<file path="src/rtl/i2cbe_pkg.sv">
`timescale 1ns / 1ps

package i2cbe_pkg;

  localparam int BYTE_BITS = 8;
  localparam int QUEUE_DEPTH = 2;

  localparam logic [15:0] PHASE_TICKS_RESET = 16'd720;

  localparam logic [2:0] CMD_START    = 3'd0;
  localparam logic [2:0] CMD_STOP     = 3'd1;
  localparam logic [2:0] CMD_WRITE    = 3'd2;
  localparam logic [2:0] CMD_READ     = 3'd3;
  localparam logic [2:0] CMD_SEND_ACK = 3'd4;
  localparam logic [2:0] CMD_RECV_ACK = 3'd5;

  typedef struct packed {
    logic [2:0] cmd;
    logic [7:0] tx_byte;
    logic       ack_out;
    logic [7:0] target_bits;
    logic       target_ack;
  } in_word_t;

  typedef struct packed {
    logic       scl_level;
    logic       sda_level;
    logic       sample_point;
    logic [7:0] rx_byte;
    logic       ack_in;
    logic       last;
  } out_word_t;

endpackage

</file>
<file path="src/rtl/i2c_master_bit_engine_top.sv">
`timescale 1ns / 1ps
// I2C master bit engine.
// Input channel (in_valid/in_ready/in_word): one command word per handshake:
//   start, stop, write byte, read byte, send ack or receive ack. Unknown
//   codes are taken and dropped without any line activity.
// Output channel (out_valid/out_ready/out_word): one word per line phase with
//   SCL, open-drain SDA, the sample flag, rx_byte / ack_in and last.
// Config port (cfg_wr_en/cfg_wr_data): phase_ticks, how long each phase holds.
//   Write it only while the engine is idle. A value of 0 acts like 1.
// Phases: a command walks its phases in order (start 4, stop 3, write 24,
//   read 25, send ack 3, receive ack 4 phases), each held as phase_ticks
//   sets; the sequencer returns to idle before the next command starts.
// A two-word command queue lets the next commands in while one is on the bus.
// Reset: SCL and SDA released high, queue empty, phase_ticks back to 720.
// Receiver stall: a finished phase waits in the output register; the
//   sequencer holds the next phase until that word is taken, which
//   stretches the bus timing but loses nothing.
module i2c_master_bit_engine_top #(
  parameter int QUEUE_DEPTH = i2cbe_pkg::QUEUE_DEPTH
) (
  input  logic                 clk,
  input  logic                 rst_n,
  input  logic                 in_valid,
  output logic                 in_ready,
  input  i2cbe_pkg::in_word_t  in_word,
  output logic                 out_valid,
  input  logic                 out_ready,
  output i2cbe_pkg::out_word_t out_word,
  input  logic                 cfg_wr_en,
  input  logic [15:0]          cfg_wr_data
);

  // Queue handoff between front end and sequencer
  logic                q_valid;
  logic                q_pop;
  i2cbe_pkg::in_word_t q_word;

  // Accept, drop unknown codes, queue
  i2cbe_front #(
    .QUEUE_DEPTH(QUEUE_DEPTH)
  ) u_front (
    .clk      (clk),
    .rst_n    (rst_n),
    .in_valid (in_valid),
    .in_ready (in_ready),
    .in_word  (in_word),
    .q_valid  (q_valid),
    .q_word   (q_word),
    .q_pop    (q_pop)
  );

  // Walk the phases of each command, pacing them by phase_ticks
  i2cbe_back u_back (
    .clk         (clk),
    .rst_n       (rst_n),
    .cfg_wr_en   (cfg_wr_en),
    .cfg_wr_data (cfg_wr_data),
    .q_valid     (q_valid),
    .q_word      (q_word),
    .q_pop       (q_pop),
    .out_valid   (out_valid),
    .out_ready   (out_ready),
    .out_word    (out_word)
  );

endmodule

</file>
<file path="src/rtl/i2cbe_front.sv">
`timescale 1ns / 1ps

module i2cbe_front #(
  parameter int QUEUE_DEPTH = i2cbe_pkg::QUEUE_DEPTH
) (
  input  logic                clk,
  input  logic                rst_n,
  input  logic                in_valid,
  output logic                in_ready,
  input  i2cbe_pkg::in_word_t in_word,
  output logic                q_valid,
  output i2cbe_pkg::in_word_t q_word,
  input  logic                q_pop
);

  localparam int PTR_W = (QUEUE_DEPTH > 1) ? $clog2(QUEUE_DEPTH) : 1;
  localparam int CNT_W = $clog2(QUEUE_DEPTH + 1);
  localparam logic [PTR_W-1:0] PTR_LAST = PTR_W'(QUEUE_DEPTH - 1);
  localparam logic [CNT_W-1:0] CNT_FULL = CNT_W'(QUEUE_DEPTH);

  i2cbe_pkg::in_word_t mem [QUEUE_DEPTH];

  logic [PTR_W-1:0] wr_ptr_r, wr_ptr_nxt;
  logic [PTR_W-1:0] rd_ptr_r, rd_ptr_nxt;
  logic [CNT_W-1:0] count_r, count_nxt;
  logic             cmd_known;
  logic             push;
  logic             pop;

  assign in_ready  = (count_r != CNT_FULL);
  // Drop unknown command codes: they make no line activity.
  assign cmd_known = (in_word.cmd <= i2cbe_pkg::CMD_RECV_ACK);
  assign push      = in_valid && in_ready && cmd_known;
  assign q_valid   = (count_r != '0);
  assign pop       = q_pop && q_valid;
  assign q_word    = mem[rd_ptr_r];

  always_comb begin
    wr_ptr_nxt = wr_ptr_r;
    rd_ptr_nxt = rd_ptr_r;
    count_nxt  = count_r;
    if (push) begin
      wr_ptr_nxt = (wr_ptr_r == PTR_LAST) ? '0 : wr_ptr_r + 1'b1;
    end
    if (pop) begin
      rd_ptr_nxt = (rd_ptr_r == PTR_LAST) ? '0 : rd_ptr_r + 1'b1;
    end
    if (push && !pop) begin
      count_nxt = count_r + 1'b1;
    end else if (pop && !push) begin
      count_nxt = count_r - 1'b1;
    end
  end

  always_ff @(posedge clk) begin
    if (!rst_n) begin
      wr_ptr_r <= '0;
      rd_ptr_r <= '0;
      count_r  <= '0;
    end else begin
      wr_ptr_r <= wr_ptr_nxt;
      rd_ptr_r <= rd_ptr_nxt;
      count_r  <= count_nxt;
    end
  end

  always_ff @(posedge clk) begin
    if (push) begin
      mem[wr_ptr_r] <= in_word;
    end
  end

endmodule

</file>
<file path="src/rtl/i2cbe_back.sv">
`timescale 1ns / 1ps

module i2cbe_back (
  input  logic                 clk,
  input  logic                 rst_n,
  input  logic                 cfg_wr_en,
  input  logic [15:0]          cfg_wr_data,
  input  logic                 q_valid,
  input  i2cbe_pkg::in_word_t  q_word,
  output logic                 q_pop,
  output logic                 out_valid,
  input  logic                 out_ready,
  output i2cbe_pkg::out_word_t out_word
);

  localparam logic ST_IDLE = 1'b0;
  localparam logic ST_RUN  = 1'b1;
  localparam logic [2:0] BIT_LAST = 3'(i2cbe_pkg::BYTE_BITS - 1);
  localparam logic [1:0] SUB_LAST = 2'd2;

  logic                 state_r, state_nxt;
  i2cbe_pkg::in_word_t  cmd_r, cmd_nxt;
  logic [4:0]           step_r, step_nxt;
  logic [1:0]           sub_r, sub_nxt;
  logic [2:0]           bit_r, bit_nxt;
  logic [15:0]          tick_r, tick_nxt;
  logic [15:0]          ticks_r;
  logic                 scl_r, scl_nxt;
  logic                 sda_r, sda_nxt;
  logic                 out_valid_r, out_valid_nxt;
  i2cbe_pkg::out_word_t out_word_r, out_word_nxt;

  logic [15:0] ticks_m1;
  logic        tick_done;
  logic        fire;
  logic [7:0]  tx_shift;
  logic        in_byte;

  // Decoded phase
  logic       ph_set_scl, ph_scl, ph_set_sda, ph_sda;
  logic       ph_sample, ph_last, ph_ack;
  logic [7:0] ph_rx;

  assign ticks_m1  = (ticks_r == '0) ? '0 : ticks_r - 1'b1;
  assign tick_done = (tick_r >= ticks_m1);
  assign fire      = (state_r == ST_RUN) && tick_done && (!out_valid_r || out_ready);
  assign tx_shift  = cmd_r.tx_byte << bit_r;
  assign in_byte   = (cmd_r.cmd == i2cbe_pkg::CMD_WRITE) ||
                     ((cmd_r.cmd == i2cbe_pkg::CMD_READ) && (step_r != '0));
  assign q_pop     = (state_r == ST_IDLE);
  assign out_valid = out_valid_r;
  assign out_word  = out_word_r;

  always_comb begin
    ph_set_scl = 1'b0;
    ph_scl     = 1'b0;
    ph_set_sda = 1'b0;
    ph_sda     = 1'b0;
    ph_sample  = 1'b0;
    ph_last    = 1'b0;
    ph_ack     = 1'b0;
    ph_rx      = '0;
    case (cmd_r.cmd)
      i2cbe_pkg::CMD_START: begin
        case (step_r[1:0])
          2'd0: begin ph_set_sda = 1'b1; ph_sda = 1'b1; end
          2'd1: begin ph_set_scl = 1'b1; ph_scl = 1'b1; end
          2'd2: begin ph_set_sda = 1'b1; ph_sda = 1'b0; end
          default: begin ph_set_scl = 1'b1; ph_last = 1'b1; end
        endcase
      end
      i2cbe_pkg::CMD_STOP: begin
        case (step_r[1:0])
          2'd0: begin ph_set_sda = 1'b1; ph_sda = 1'b0; end
          2'd1: begin ph_set_scl = 1'b1; ph_scl = 1'b1; end
          default: begin ph_set_sda = 1'b1; ph_sda = 1'b1; ph_last = 1'b1; end
        endcase
      end
      i2cbe_pkg::CMD_WRITE: begin
        case (sub_r)
          2'd0: begin ph_set_sda = 1'b1; ph_sda = tx_shift[7]; end
          2'd1: begin ph_set_scl = 1'b1; ph_scl = 1'b1; end
          default: begin
            ph_set_scl = 1'b1;
            ph_last    = (bit_r == BIT_LAST);
          end
        endcase
      end
      i2cbe_pkg::CMD_READ: begin
        if (step_r == '0) begin
          ph_set_sda = 1'b1;
          ph_sda     = 1'b1;
        end else begin
          case (sub_r)
            2'd0: begin ph_set_scl = 1'b1; ph_scl = 1'b1; end
            2'd1: ph_sample = 1'b1;
            default: begin
              ph_set_scl = 1'b1;
              if (bit_r == BIT_LAST) begin
                ph_last = 1'b1;
                // Report the target's byte as given in target_bits
                ph_rx   = cmd_r.target_bits;
              end
            end
          endcase
        end
      end
      i2cbe_pkg::CMD_SEND_ACK: begin
        case (step_r[1:0])
          2'd0: begin ph_set_sda = 1'b1; ph_sda = cmd_r.ack_out; end
          2'd1: begin ph_set_scl = 1'b1; ph_scl = 1'b1; end
          default: begin ph_set_scl = 1'b1; ph_last = 1'b1; end
        endcase
      end
      i2cbe_pkg::CMD_RECV_ACK: begin
        case (step_r[1:0])
          2'd0: begin ph_set_sda = 1'b1; ph_sda = 1'b1; end
          2'd1: begin ph_set_scl = 1'b1; ph_scl = 1'b1; end
          2'd2: ph_sample = 1'b1;
          default: begin
            ph_set_scl = 1'b1;
            ph_last    = 1'b1;
            ph_ack     = cmd_r.target_ack;
          end
        endcase
      end
      default: ph_last = 1'b1;
    endcase
  end

  always_comb begin
    state_nxt     = state_r;
    cmd_nxt       = cmd_r;
    step_nxt      = step_r;
    sub_nxt       = sub_r;
    bit_nxt       = bit_r;
    tick_nxt      = tick_r;
    scl_nxt       = scl_r;
    sda_nxt       = sda_r;
    out_valid_nxt = out_valid_r;
    out_word_nxt  = out_word_r;

    if (out_valid_r && out_ready) begin
      out_valid_nxt = 1'b0;
    end

    case (state_r)
      ST_IDLE: begin
        if (q_valid) begin
          cmd_nxt   = q_word;
          step_nxt  = '0;
          sub_nxt   = '0;
          bit_nxt   = '0;
          tick_nxt  = '0;
          state_nxt = ST_RUN;
        end
      end
      ST_RUN: begin
        if (fire) begin
          scl_nxt = ph_set_scl ? ph_scl : scl_r;
          sda_nxt = ph_set_sda ? ph_sda : sda_r;
          out_word_nxt.scl_level    = scl_nxt;
          out_word_nxt.sda_level    = sda_nxt;
          out_word_nxt.sample_point = ph_sample;
          out_word_nxt.rx_byte      = ph_rx;
          out_word_nxt.ack_in       = ph_ack;
          out_word_nxt.last         = ph_last;
          out_valid_nxt = 1'b1;
          tick_nxt      = '0;
          step_nxt      = step_r + 1'b1;
          if (in_byte) begin
            if (sub_r == SUB_LAST) begin
              sub_nxt = '0;
              bit_nxt = bit_r + 1'b1;
            end else begin
              sub_nxt = sub_r + 1'b1;
            end
          end
          if (ph_last) begin
            state_nxt = ST_IDLE;
          end
        end else if (!tick_done) begin
          tick_nxt = tick_r + 1'b1;
        end
      end
      default: state_nxt = ST_IDLE;
    endcase
  end

  always_ff @(posedge clk) begin
    if (!rst_n) begin
      state_r     <= ST_IDLE;
      step_r      <= '0;
      sub_r       <= '0;
      bit_r       <= '0;
      tick_r      <= '0;
      scl_r       <= 1'b1;
      sda_r       <= 1'b1;
      out_valid_r <= 1'b0;
      ticks_r     <= i2cbe_pkg::PHASE_TICKS_RESET;
    end else begin
      state_r     <= state_nxt;
      step_r      <= step_nxt;
      sub_r       <= sub_nxt;
      bit_r       <= bit_nxt;
      tick_r      <= tick_nxt;
      scl_r       <= scl_nxt;
      sda_r       <= sda_nxt;
      out_valid_r <= out_valid_nxt;
      if (cfg_wr_en) begin
        ticks_r <= cfg_wr_data;
      end
    end
  end

  always_ff @(posedge clk) begin
    cmd_r      <= cmd_nxt;
    out_word_r <= out_word_nxt;
  end

endmodule

</file>
<file path="config.mk">
export PLATFORM = sky130hd
export DESIGN_NAME = i2c_master_bit_engine_top
export DESIGN_NICKNAME = d
export VERILOG_FILES = /design/src/rtl/i2cbe_pkg.sv /design/src/rtl/i2c_master_bit_engine_top.sv /design/src/rtl/i2cbe_front.sv /design/src/rtl/i2cbe_back.sv
export SDC_FILE = /design/constraint.sdc
export NUM_CORES = 1
export LEC_CHECK = 0
export BUFFER_PORTS_ARGS = -buffer_cell sky130_fd_sc_hd__buf_2
export CAP_MARGIN = 10
export CORE_UTILIZATION = 40
export DETAILED_ROUTE_END_ITERATION = 12
export GPL_ROUTABILITY_DRIVEN = 0
export HOLD_SLACK_MARGIN = 0.1
export PLACE_DENSITY = 0.64
export SLEW_MARGIN = 20
export SYNTH_ARGS = -nofsm -noshare
export SYNTH_HDL_FRONTEND = slang
export SYNTH_SLANG_ARGS = --single-unit
</file>
<file path="constraint.sdc">
create_clock -name clk -period 6.2 [get_ports clk]
set_input_delay 0 -clock clk [delete_from_list [all_inputs] [get_ports clk]]
set_output_delay 0 -clock clk [all_outputs]
set_load 0.02 [all_outputs]
</file>
# After elaboration in Yosys (flattened, before gate mapping)

Memories as Yosys holds them, arrays and structs flattened. A register that Yosys moved wholly into a read port is not among the register bits.
Cells that the tools add are included.

Register bits after elaboration: 63
Bits in writable memories: 42
Input bits: 42
Logic and storage cells: 151
Memories: 1

Memory list:

| name        | depth | bits a word | read ports | clocked after memory_dff | write ports | RTL line          | RTL |
|---|---|---|---|---|---|---|---|
| u_front.mem | 2     | 21          | 1          | 1                        | 1           | i2cbe_front.sv:21 | `i2cbe_pkg::in_word_t mem [QUEUE_DEPTH];` |

$add $sub $neg: 9
Magnitude comparators: 2
Equality and inequality tests: 16
Shifts and indexed selects: 1
Muxes and demuxes: 62
Bitwise operators: 4
Reduce and logical (&&, ||, !) cells: 38

Operators with widths:

| kind                                                | count |
|---|---|
| 2-to-1 mux 16 bit                                   | 4 |
| 2-to-1 mux 1 bit                                    | 35 |
| one-hot mux 16 bit (2 select lines)                 | 1 |
| adder 16 x 1 -> 16 bit, second input constant       | 1 |
| greater-or-equal comparator 16 bit                  | 1 |
| logical NOT 16 bit                                  | 1 |
| subtractor 16 x 1 -> 16 bit, second input constant  | 1 |
| one-hot mux 1 bit (5 select lines)                  | 3 |
| 2-to-1 mux 2 bit                                    | 6 |
| 2-to-1 mux 3 bit                                    | 4 |
| OR reduction 2 bit                                  | 6 |
| 2-to-1 mux 5 bit                                    | 2 |
| one-hot mux 5 bit (2 select lines)                  | 1 |
| equality test 3 bit, second input constant          | 3 |
| logical AND 1 bit                                   | 9 |
| != test 2 bit, second input constant                | 4 |
| AND reduction 2 bit                                 | 4 |
| OR reduction 4 bit                                  | 2 |
| left shift 8 x 3 -> 8 bit                           | 1 |
| equality test 3 x 2 -> 1 bit, second input constant | 2 |
| one-hot mux 3 bit (2 select lines)                  | 1 |
| adder 5 x 1 -> 5 bit, second input constant         | 1 |
| logical NOT 5 bit                                   | 1 |
| nonzero test 5 bit                                  | 1 |
| other kinds (24)                                    | 37 |

# Logic depth before layout (Yosys ltp)

Gate-level depths: netlist of the first run.

Depth after elaboration: 8
Gate-level depth with buffers: 16

# Hierarchy

A second synthesis of the first run with hierarchy kept.

Cell total of the unflattened synthesis: 523
Area, all modules: 6,078.3 um2

By module, submodules not included:

| module      | instances | cells each | area an instance (um2) |
|---|---|---|---|
| i2cbe_back  | 1         | 433        | 4,334.2 |
| i2cbe_front | 1         | 90         | 1,744.2 |

# Worst setup path before layout of the first run

No wires, ideal clock.

Path type: flip-flop to flip-flop
Start point: register u_back.ticks_r[6]
End point: register u_back.bit_r[1]
Arrival time: 3.646 ns
Required time: 6.128 ns
Slack: 2.482 ns
Cell stages (with the launch flop): 16
Buffers on the path: 1
Clock period less this slack: 3.718 ns
Cell sequence: dfxtp_1 > or4_4 > nor4_2 > nand2b_1 > or3_1 > nor3b_1 > a21oi_1 > ha_1 > nand4_2 > or2_1 > o31a_4 > a21o_4 > clkinv_4 > and4_1 > buf_4 > mux2i_1

Word-level cells in the longest chain between the ends: 7

Ends and longest elaborated chain:

| item                                                                     | RTL line          | RTL |
|---|---|---|
| from (decl)                                                              | i2cbe_back.sv:27  | `logic [15:0] ticks_r;` |
| from (signal assigned)                                                   | i2cbe_back.sv:200 | `ticks_r <= i2cbe_pkg::PHASE_TICKS_RESET;` |
| from (signal assigned)                                                   | i2cbe_back.sv:211 | `ticks_r <= cfg_wr_data;` |
| subtractor 16 x 1 -> 16 bit / logical NOT 16 bit (equally long branches) | i2cbe_back.sv:44  | `assign ticks_m1 = (ticks_r == '0) ? '0 : ticks_r - 1'b1;` |
| 2-to-1 mux 16 bit *                                                      | i2cbe_back.sv:44  |  |
| greater-or-equal comparator 16 bit *                                     | i2cbe_back.sv:45  | `assign tick_done = (tick_r >= ticks_m1);` |
| logical AND 1 bit * (2 in a row)                                         | i2cbe_back.sv:46  | `assign fire = (state_r == ST_RUN) && tick_done && (!out_valid_r \|\| out_ready);` |
| != test 2 bit (no source line) *                                         | --                |  |
| AND reduction 4 bit (no source line) *                                   | --                |  |
| to (signal assigned)                                                     | i2cbe_back.sv:205 | `bit_r <= bit_nxt;` |
| to (decl)                                                                | i2cbe_back.sv:25  | `logic [2:0] bit_r, bit_nxt;` |

Mark *: on every way between the ends. The rest lies on a longest branch, timed or not.
A chain may end at the register's enable or synchronous reset.

# Worst setup path in the final report of the first run

Ends and elaborated chain as after synthesis.

==> results.toml, run 1 <==
[synthesis]
async_reset_ff_frac = 0
syn_area_um2 = 6000
yosysTopAreaCellShare = 0.380
yosysWarningCount = 0
netlist_top_cells_area = "edfxtp_1 38%, dfxtp_1 17%, ha_1 5.6%"
seq_area_frac_synth = 0.547
synth_enable_flop_cells = 76
ys_ff_latch = 126
synth_nets = 586
synth_cells = 517
ys.flop_type = "edfxtp_1"
ys_types = 65
syn_avg_cell_area_um2 = 11.6
synth_top_area_cell = "edfxtp_1"

[floorplan]
dieHeight_um = 124
die_width_um = 124
initial_core_util = 0.411
ioPinCount = 57
rows = 44
dieArea_um2 = 15500
coreArea_um2 = 14600

[clock_network]
cts_made_buffers = 17
path_clk_slew_ns = 0.06
cts_tree = "done"
cts_setup_buffers = 0
cts-htree-levels = 4
cts_sinks = 126
clk_path_buf_depth = 2
root_buffer = "clkbuf_16"
insertion_delay_ns = 0.42

[placement]
dpl_cell_area_um2 = 6430
hpwl_mm = 8.10
io_buffers = 56
dp_cells = 737

[timing]
fin_crit_ns = 4.12
rsz0062_at_grt = "no"
fin_crit_sh = 0.664
relSlewSlack = 0.301
finClkSkew_ns = 0.00936
fin_tns_setup_ns = 0
setup_viol = 0
fmax_mhz = 243
hold_viol_final = 0
worstMarginPinSlew_ns = 1.05
slew_violations = 0

[drt]
ant_nets = 0
routed_wl_mm = 12.1
drc = 0
wire_per_inst_um = 14.8
drt_first_pass_iters = 5
routed_via_density = 5.25
vias = 4288
drt_first_iter_violations = 228

[critical_path]
critical_path_required_ns = 6.54
crit_start = "u_back.ticks_r[6]"
end_kind = "flop"
crit_type = "flop to flop"
worst-path-max-fanout = 20
cp.arrival_ns = 4.46
crit-reg2reg-launch = "u_back.ticks_r[6]"
reg2reg_slack_ns = 2.08
cp-start-kind = "flop"

[global_routing]
antenna_found_initial = 0
grt_max_degree = 36
grt_pass1_wl_mm = 20.0
grt_pass1_vias = 4292
grt_overflow = 0
track_usage = 0.163

[outcome]
outcome = "completed"

[job]
drv_cap = 0

[power]
leakage_nw = 2.93
powerDensity_nw_per_um2 = 332
peakVddDrop_mv = 0.379

[hold_path]
hold_class = "input port to flop"
hp-start = "in_valid"

[final_layout]
design_area_um2 = 7500
instances_no_fill = 816
fin_nets = 688
drive_gt1_frac = 0.203
layout_common_cells = "76 x edfxtp_1, 56 x buf_2, 55 x nand2_1, 50 x dfxtp_1, 47 x dlygate4sd3_1"
diodes = 0
syn_to_final_growth_pct = 24.9
layout_commonest_cell = "edfxtp_1"
[cell families (layout without fill, tap and decap cells)]
group,Yosys count,in the layout,share of synthesized area
AND/OR/NAND/NOR,182,182,0.160
flip-flops,126,126,0.547
AO/OA/AOI/OAI,82,82,0.101
multiplexers,46,46,0.0855
buffers and inverters,38,153,0.0271
adder cells (fa/ha/maj),27,27,0.0563
XOR/XNOR,16,16,0.0234
[per-layer routing]
layer / GRT usage / vias up / routed length [um]
met1: 0.180 / 2023 / 5100
met5: 0 / - / 0
met3: 0.0503 / 30 / 473
met4: 0.0730 / 0 / 306
met2: 0.285 / 123 / 6220
li1: - / 2112 / -
[what timing repair did]
item                                    in CTS  in global routing
gates resized for setup                      0                  0
endpoints found under the setup margin       0                  0
endpoints found under the hold margin       61                  0
hold buffers                                47                  0
[area by class of cell]
cell class              count  area [um2]
inverters                  18        72.6
clock inverters            15         160
fillers                  1243        7090
flip-flops and latches    126        3280
clock buffers              17         425
multi-input cells         353        2570
well taps                 184         230
repair buffers            103         751
[registers in the layout, indices dropped and copies added, names as in the netlist, 2 cells and up]
| register | count |
|---|---|
| u_back.step_r | 5 |
| u_front.mem | 42 |
| u_back.out_word | 13 |
| u_back.ticks_r | 16 |
| u_back.bit_r | 3 |
| u_front.count_r | 2 |
| u_back.tick_r | 16 |
| u_back.cmd_r | 21 |
| u_back.sub_r | 2 |
[worst max-delay path: stages (launching register included)]
cell and delay (ns):
dfxtp_1 0.36, or4_4 0.58, nor4_2 0.19, nand2b_1 0.12, or3_1 0.38, nor3b_1 0.19
a21oi_1 0.07, ha_1 0.32, nand4_2 0.15, or2_1 0.29, o31a_4 0.40, a21o_4 0.28
clkinv_4 0.16, and4_1 0.31, mux2i_1 0.23
[stage by stage]
step / power [mW] / setup WS [ns] / hold slack (ns) / utilization
after detailed placement: 1.51 / 2.09 / 0.191 / 0.441
final: 2.49 / 2.08 / 0.104 / 0.514
after global placement: 1.50 / 2.26 / 0.187 / 0.440
after CTS: 2.51 / 2.06 / 0.104 / 0.513
after global routing: 2.60 / 1.80 / 0.119 / 0.514
after floorplan: 1.41 / 2.48 / 0.0989 / -
[final timing paths]
check / endpoint / depth (start not counted)
worst max register to register: u_back.bit_r[1] / 14
worst min register to register: u_back.sda_r / 2
worst min-delay path: u_front.wr_ptr_r / 4
worst max-delay path: u_back.bit_r[1] / 14
[cell usage after synthesis (2+ instances only)]
master and n:
a21boi_0 6, or3_1 10, mux4_2 2, buf_1 2, dfxtp_1 50, nand2_1 55, xnor2_1 7, ha_1 27
o311ai_1 2, mux2i_1 22, a21oi_1 25, mux2_2 22, a21o_1 2, xor2_1 9, o21a_1 4, o21bai_1 2
inv_1 17, nor4b_1 2, edfxtp_1 76, o21ai_0 13, a211o_1 2, nand2b_1 7, and2_1 15, o21ba_2 2
a211oi_1 2, clkbuf_1 12, o31ai_1 5, nand4_1 4, nor3_1 10, buf_2 3, buf_4 3, or4_1 4
nor2b_1 14, nand3_1 17, nor4_1 6, nor2_1 21, and3_1 7
[report_power, final]
part / switching (mW) / internal [mW] / total [mW]
sequential: 0.0801 / 1.02 / 1.10
clock: 0.374 / 0.596 / 0.970
combinational: 0.233 / 0.188 / 0.421
total: 0.687 / 1.80 / 2.49
(Power assumes the default switching activity.)
==> inputs of run 2 (changes only) <==
- clock period: 6.2 -> 4.1 ns (I/O delays scaled with it)
==> run 2 against run 1 <==
Total power rose by 58%. Die area did not move. Register-to-register slack worse by 1.9 ns. Critical path depth is 2 higher. Sequential share of layout area fell by 0.74 points. First-iteration DRC count up 3.5%. Fmax increased by 5.2%. Sequential power grew 51%. Hold slack better by 0.034 ns. Via count shrank 1.8%. Clock-buffer cell count is the same. Critical path type unchanged. Critical endpoint is now u_back.tick_r[9]. Largest cell class unchanged.
==> results.toml, run 2 (synthesized netlist as in run 1, its figures left out) <==
[final_layout]
layout_commonest_cell = "edfxtp_1"
reg.largest.list = "u_front.mem (42), u_back.cmd_r (21)"
drive_gt1_frac = 0.215
regMostFlops = "u_front.mem"
fin_nets = 694
layout_common_cells = "76 x edfxtp_1, 56 x buf_2, 55 x nand2_1, 50 x dfxtp_1, 46 x dlygate4sd3_1"
largest_register_ff_count = 42
diodes = 0
fillers = 1200
instances_no_fill = 822
syn_to_final_growth_pct = 27.1

[placement]
io_buffers = 56
hpwl_mm = 8.01
dp_cells = 742

[hold_path]
hold_path_end = "u_back.ticks_r[3]"
hold_class = "input port to flop"
hp-start = "cfg_wr_en"
min_path_cells = 3

[timing]
slew_violations = 0
fin_crit_ns = 3.91
hold_viol_final = 0
setup_viol = 0
fmax_mhz = 255
fin_crit_sh = 0.955
fin_tns_setup_ns = 0
worstMarginPinSlew_ns = 1.09
rsz0062_at_grt = "no"
finClkSkew_ns = 0.00717
relSlewSlack = 0.266

[clock_network]
cts_tree = "done"
path_clk_slew_ns = 0.06
root_buffer = "clkbuf_16"
cts_made_buffers = 17
cts-htree-levels = 4
insertion_delay_ns = 0.41
clk_path_buf_depth = 2
cts_sinks = 126

[floorplan]
dieHeight_um = 124
initial_core_util = 0.411
rows = 44
dieArea_um2 = 15500
coreArea_um2 = 14600
ioPinCount = 57
die_width_um = 124

[global_routing]
grt_pass1_vias = 4270
antenna_found_initial = 0
grt_max_degree = 36
grt_overflow = 0
grt_pass1_wl_mm = 20.0
track_usage = 0.164

[outcome]
outcome = "completed"

[critical_path]
r2r_cells = 16
end_kind = "flop"
crit_type = "flop to flop"
crit_chain = "or4_4, nor4_4, nand2b_1, buf_4, nor2_1, nand2_1, buf_4, nand2_1, ha_1, a21oi_1, o21ai_1, a211oi_4, a31oi_4, buf_12, or4_1, a21oi_1"
critPathBufInv = 3
reg2reg_slack_ns = 0.19
worst-path-max-fanout = 26
critPathSlowestCell = "or4_4"
cp-start-kind = "flop"
critPathTopFamily = "simple AND/OR/NAND/NOR gates"
critical_path_required_ns = 4.43
crit-reg2reg-launch = "u_back.ticks_r[9]"
cp_slowest_stage_delay_ns = 0.58
worstReg2RegEnd = "u_back.tick_r[9]"
cp.arrival_ns = 4.25

[drt]
vias = 4209
wire_per_inst_um = 14.7
drt_first_pass_iters = 4
drt_first_iter_violations = 236
drc = 0
routed_via_density = 5.12
ant_nets = 0
routed_wl_mm = 12.0

[power]
powerDensity_nw_per_um2 = 517
leakage_nw = 2.98
peakVddDrop_mv = 0.404

[job]
drv_cap = 0
run 2: what timing repair did:
item                                    4_1_cts  5_1_grt
endpoints found under the setup margin        0       20
gates resized for setup                       0        7
hold buffers                                 46        0
hold endpoints to repair                     62        0
setup buffers                                 0        2
run 2: worst register-to-register path, cell delays in order (launching register included):
cell,delay (ns)
dfxtp_1,0.34
or4_4,0.58
nor4_4,0.17
nand2b_1,0.13
buf_4,0.15
nor2_1,0.08
nand2_1,0.07
buf_4,0.18
nand2_1,0.08
ha_1,0.24
a21oi_1,0.16
o21ai_1,0.17
a211oi_4,0.48
a31oi_4,0.14
buf_12,0.19
or4_1,0.50
a21oi_1,0.17
run 2: how the worst max path moves through the flow:
stage	endpoint	from	slack (ns)	cells past startpoint
floorplan	u_back.bit_r[1]	u_back.ticks_r[6]	0.38	15
global placement	u_back.bit_r[1]	u_back.ticks_r[6]	0.27	14
detailed placement	u_back.bit_r[2]	u_back.ticks_r[6]	0.14	14
CTS	u_back.bit_r[2]	u_back.ticks_r[6]	0.1	14
global route	u_back.tick_r[14]	u_back.ticks_r[7]	0.007	15
finish	u_back.tick_r[9]	u_back.ticks_r[9]	0.19	16
run 2: stage by stage:
stage	total power, mW	hold slack, ns	setup slack [ns]	cell area [um2]	util
final	3.94	0.138	0.186	7620	0.523
after global routing	4.11	0.157	0.00700	7620	0.523
after CTS	3.94	0.125	0.0991	7570	0.519
after detailed placement	2.29	0.191	0.143	6470	0.444
after global placement	2.27	0.187	0.274	6470	0.444
after floorplan	2.13	0.0989	0.382	6000	-
run 2: final cells by class:
cell class	count	area (um2)	area share
repair buffers	109	818	0.107
multi-input cells	353	2590	0.339
clock buffers	17	425	0.0558
flip-flops and latches	126	3280	0.431
inverters	18	72.6	0.00952
clock inverters	15	208	0.0272
well taps	184	230	0.0302
run 2: power breakdown:
part | switching (mW) | internal [mW] | total [mW]
clock | 0.589 | 1.03 | 1.62
combinational | 0.350 | 0.313 | 0.662
sequential | 0.123 | 1.54 | 1.66
run 2: per-layer routing:
metal | global-route usage | vias to the layer above | wire length, um | part of all wire
met4 | 0.0645 | 0 | 218 | 0.018
met1 | 0.186 | 2003 | 5270 | 0.44
met5 | 0 | - | 0 | 0
li1 | - | 2116 | - | -
met3 | 0.0451 | 19 | 345 | 0.029
met2 | 0.291 | 71 | 6210 | 0.52
==> inputs of run 3 (changes only) <==
- CTS_BUF_LIST: unset -> sky130_fd_sc_hd__clkbuf_8
==> run 3 against run 2 <==
Clock skew up 0.0036 ns. Sequential share of layout area increased by 0.40 points. Non-clock buffer count rose by 12. Combinational power up 3%. Sequential cell count stayed put. Total power is 9.9% lower. Routed wire length up 2.8%. Hold slack got worse by 0.013 ns. Cell count grew 1.5%. Clock power down 25%. Highest routed layer unchanged. Via count increased by 2.3%. Final area is 0.89% lower.
==> results.toml, run 3 (synthesized netlist as in run 1, its figures left out) <==
[clock_network]
cts_made_buffers = 17
root_buffer = "clkbuf_8"
cts_sinks = 126
clk_path_buf_depth = 2
cts-htree-levels = 4
path_clk_slew_ns = 0.08
insertion_delay_ns = 0.44
cts_tree = "done"

[timing]
fin_crit_ns = 3.92
hold_viol_final = 0
fin_hold_ws_ns = 0.125
fmax_mhz = 255
fin_crit_sh = 0.956
rsz0062_at_grt = "no"
fin_tns_setup_ns = 0
worstMarginPinSlew_ns = 1.08
setup_viol = 0
relSlewSlack = 0.267
finClkSkew_ns = 0.0108
slew_violations = 0

[placement]
dpl_cell_area_um2 = 6470
hpwl_mm = 8.01
dp_cells = 742
io_buffers = 56

[drt]
routed_wl_mm = 12.4
drt_first_pass_iters = 4
route.met3.wl_um = 420
wire_per_inst_um = 14.8
ant_nets = 0
top_layer_used = "met4"
routed_via_density = 5.16
drc = 0
vias = 4306
drt_first_iter_violations = 279
met2WireLength_mm = 6.41
met1_length_mm = 5.31

[critical_path]
crit_start = "u_back.ticks_r[6]"
worst-path-max-fanout = 26
cp.arrival_ns = 4.28
critical_path_required_ns = 4.47
cp-start-kind = "flop"
end_kind = "flop"
crit-reg2reg-launch = "u_back.ticks_r[6]"
crit_type = "flop to flop"

[floorplan]
ioPinCount = 57
dieHeight_um = 124
initial_core_util = 0.411
rows = 44
dieArea_um2 = 15500
coreArea_um2 = 14600
die_width_um = 124

[final_layout]
fin_util = 0.518
largest_register_ff_count = 42
syn_to_final_growth_pct = 26.0
drive_gt1_frac = 0.211
diodes = 0
regMostFlops = "u_front.mem"
layout_commonest_cell = "edfxtp_1"
fin_nets = 706
instances_no_fill = 834
layout_common_cells = "76 x edfxtp_1, 59 x dlygate4sd3_1, 56 x buf_2, 55 x nand2_1, 49 x dfxtp_1"
design_area_um2 = 7560
reg.largest.list = "u_front.mem (42), u_back.cmd_r (21)"

[power]
leakage_nw = 2.94
peakVddDrop_mv = 0.454
powerDensity_nw_per_um2 = 470

[global_routing]
grt_pass1_wl_mm = 20.5
antenna_found_initial = 0
grt_overflow = 0
track_usage = 0.169
grt_max_degree = 36
grt_pass1_vias = 4393

[outcome]
outcome = "completed"

[job]
drv_cap = 0

[hold_path]
hold_class = "input port to flop"
hp-start = "cfg_wr_en"
## run 3: cell count changes in the layout (fill, tap and decap cells not counted), sizes merged
| cell | delta |
|---|---|
| dlygate4sd3 | +13 |
| buf | -1 |
## run 3: worst paths after layout
path                                           to  slack [ns]  cells after the start
worst min-delay path            u_back.ticks_r[2]        0.12                      3
worst max register to register   u_back.tick_r[9]        0.18                     16
worst min register to register       u_back.scl_r        0.49                      2
worst max-delay path             u_back.tick_r[9]        0.18                     16
## run 3: critical path, stage by stage, from the launching register on
cell and delay, ns:
dfxtp_2 0.36, or4_4 0.58, nor4_4 0.17, nand2b_1 0.12, buf_4 0.15, nor2_1 0.08
nand2_1 0.07, buf_4 0.18, nand2_1 0.08, ha_1 0.24, a21oi_1 0.15, o21ai_1 0.16
a211oi_4 0.48, a31oi_4 0.14, buf_12 0.19, or4_1 0.50, a21oi_1 0.17
## run 3: layout make-up
type | instances | area [um2]
inverter | 18 | 72.6
clock inverter | 15 | 208
timing repair buffer | 121 | 941
multi-input combinational | 353 | 2590
sequential | 126 | 3280
fill | 1214 | 7030
tap | 184 | 230
clock buffer | 17 | 234
## run 3: through the flow
| stage | power (mW) | worst slack [ns] |
|---|---|---|
| 6_report | 3.55 | 0.181 |
| 5_1_grt | 3.72 | 0.000359 |
| 4_1_cts | 3.55 | 0.102 |
| 3_5_place_dp | 2.29 | 0.143 |
| 3_3_place_gp | 2.27 | 0.274 |
| 2_1_floorplan | 2.13 | 0.382 |
## run 3: layer usage
layer / up-vias / global-route usage
li1: 2134 / -
met1: 2062 / 0.189
met2: 91 / 0.299
met3: 19 / 0.0464
met4: 0 / 0.0723
met5: - / 0
## run 3: repair_timing
item / in CTS / in global routing
resized for setup: 0 / 8
hold buffers: 59 / 0
buffers inserted: 0 / 1
endpoints found under the hold margin: 65 / 0
endpoints found under the setup margin: 0 / 20
## run 3: where the power goes
| part | internal [mW] | switching (mW) | leakage (nW) |
|---|---|---|---|
| Clock | 0.672 | 0.534 | 0.223 |
| Sequential | 1.54 | 0.124 | 1.14 |
| Combinational | 0.326 | 0.355 | 1.58 |
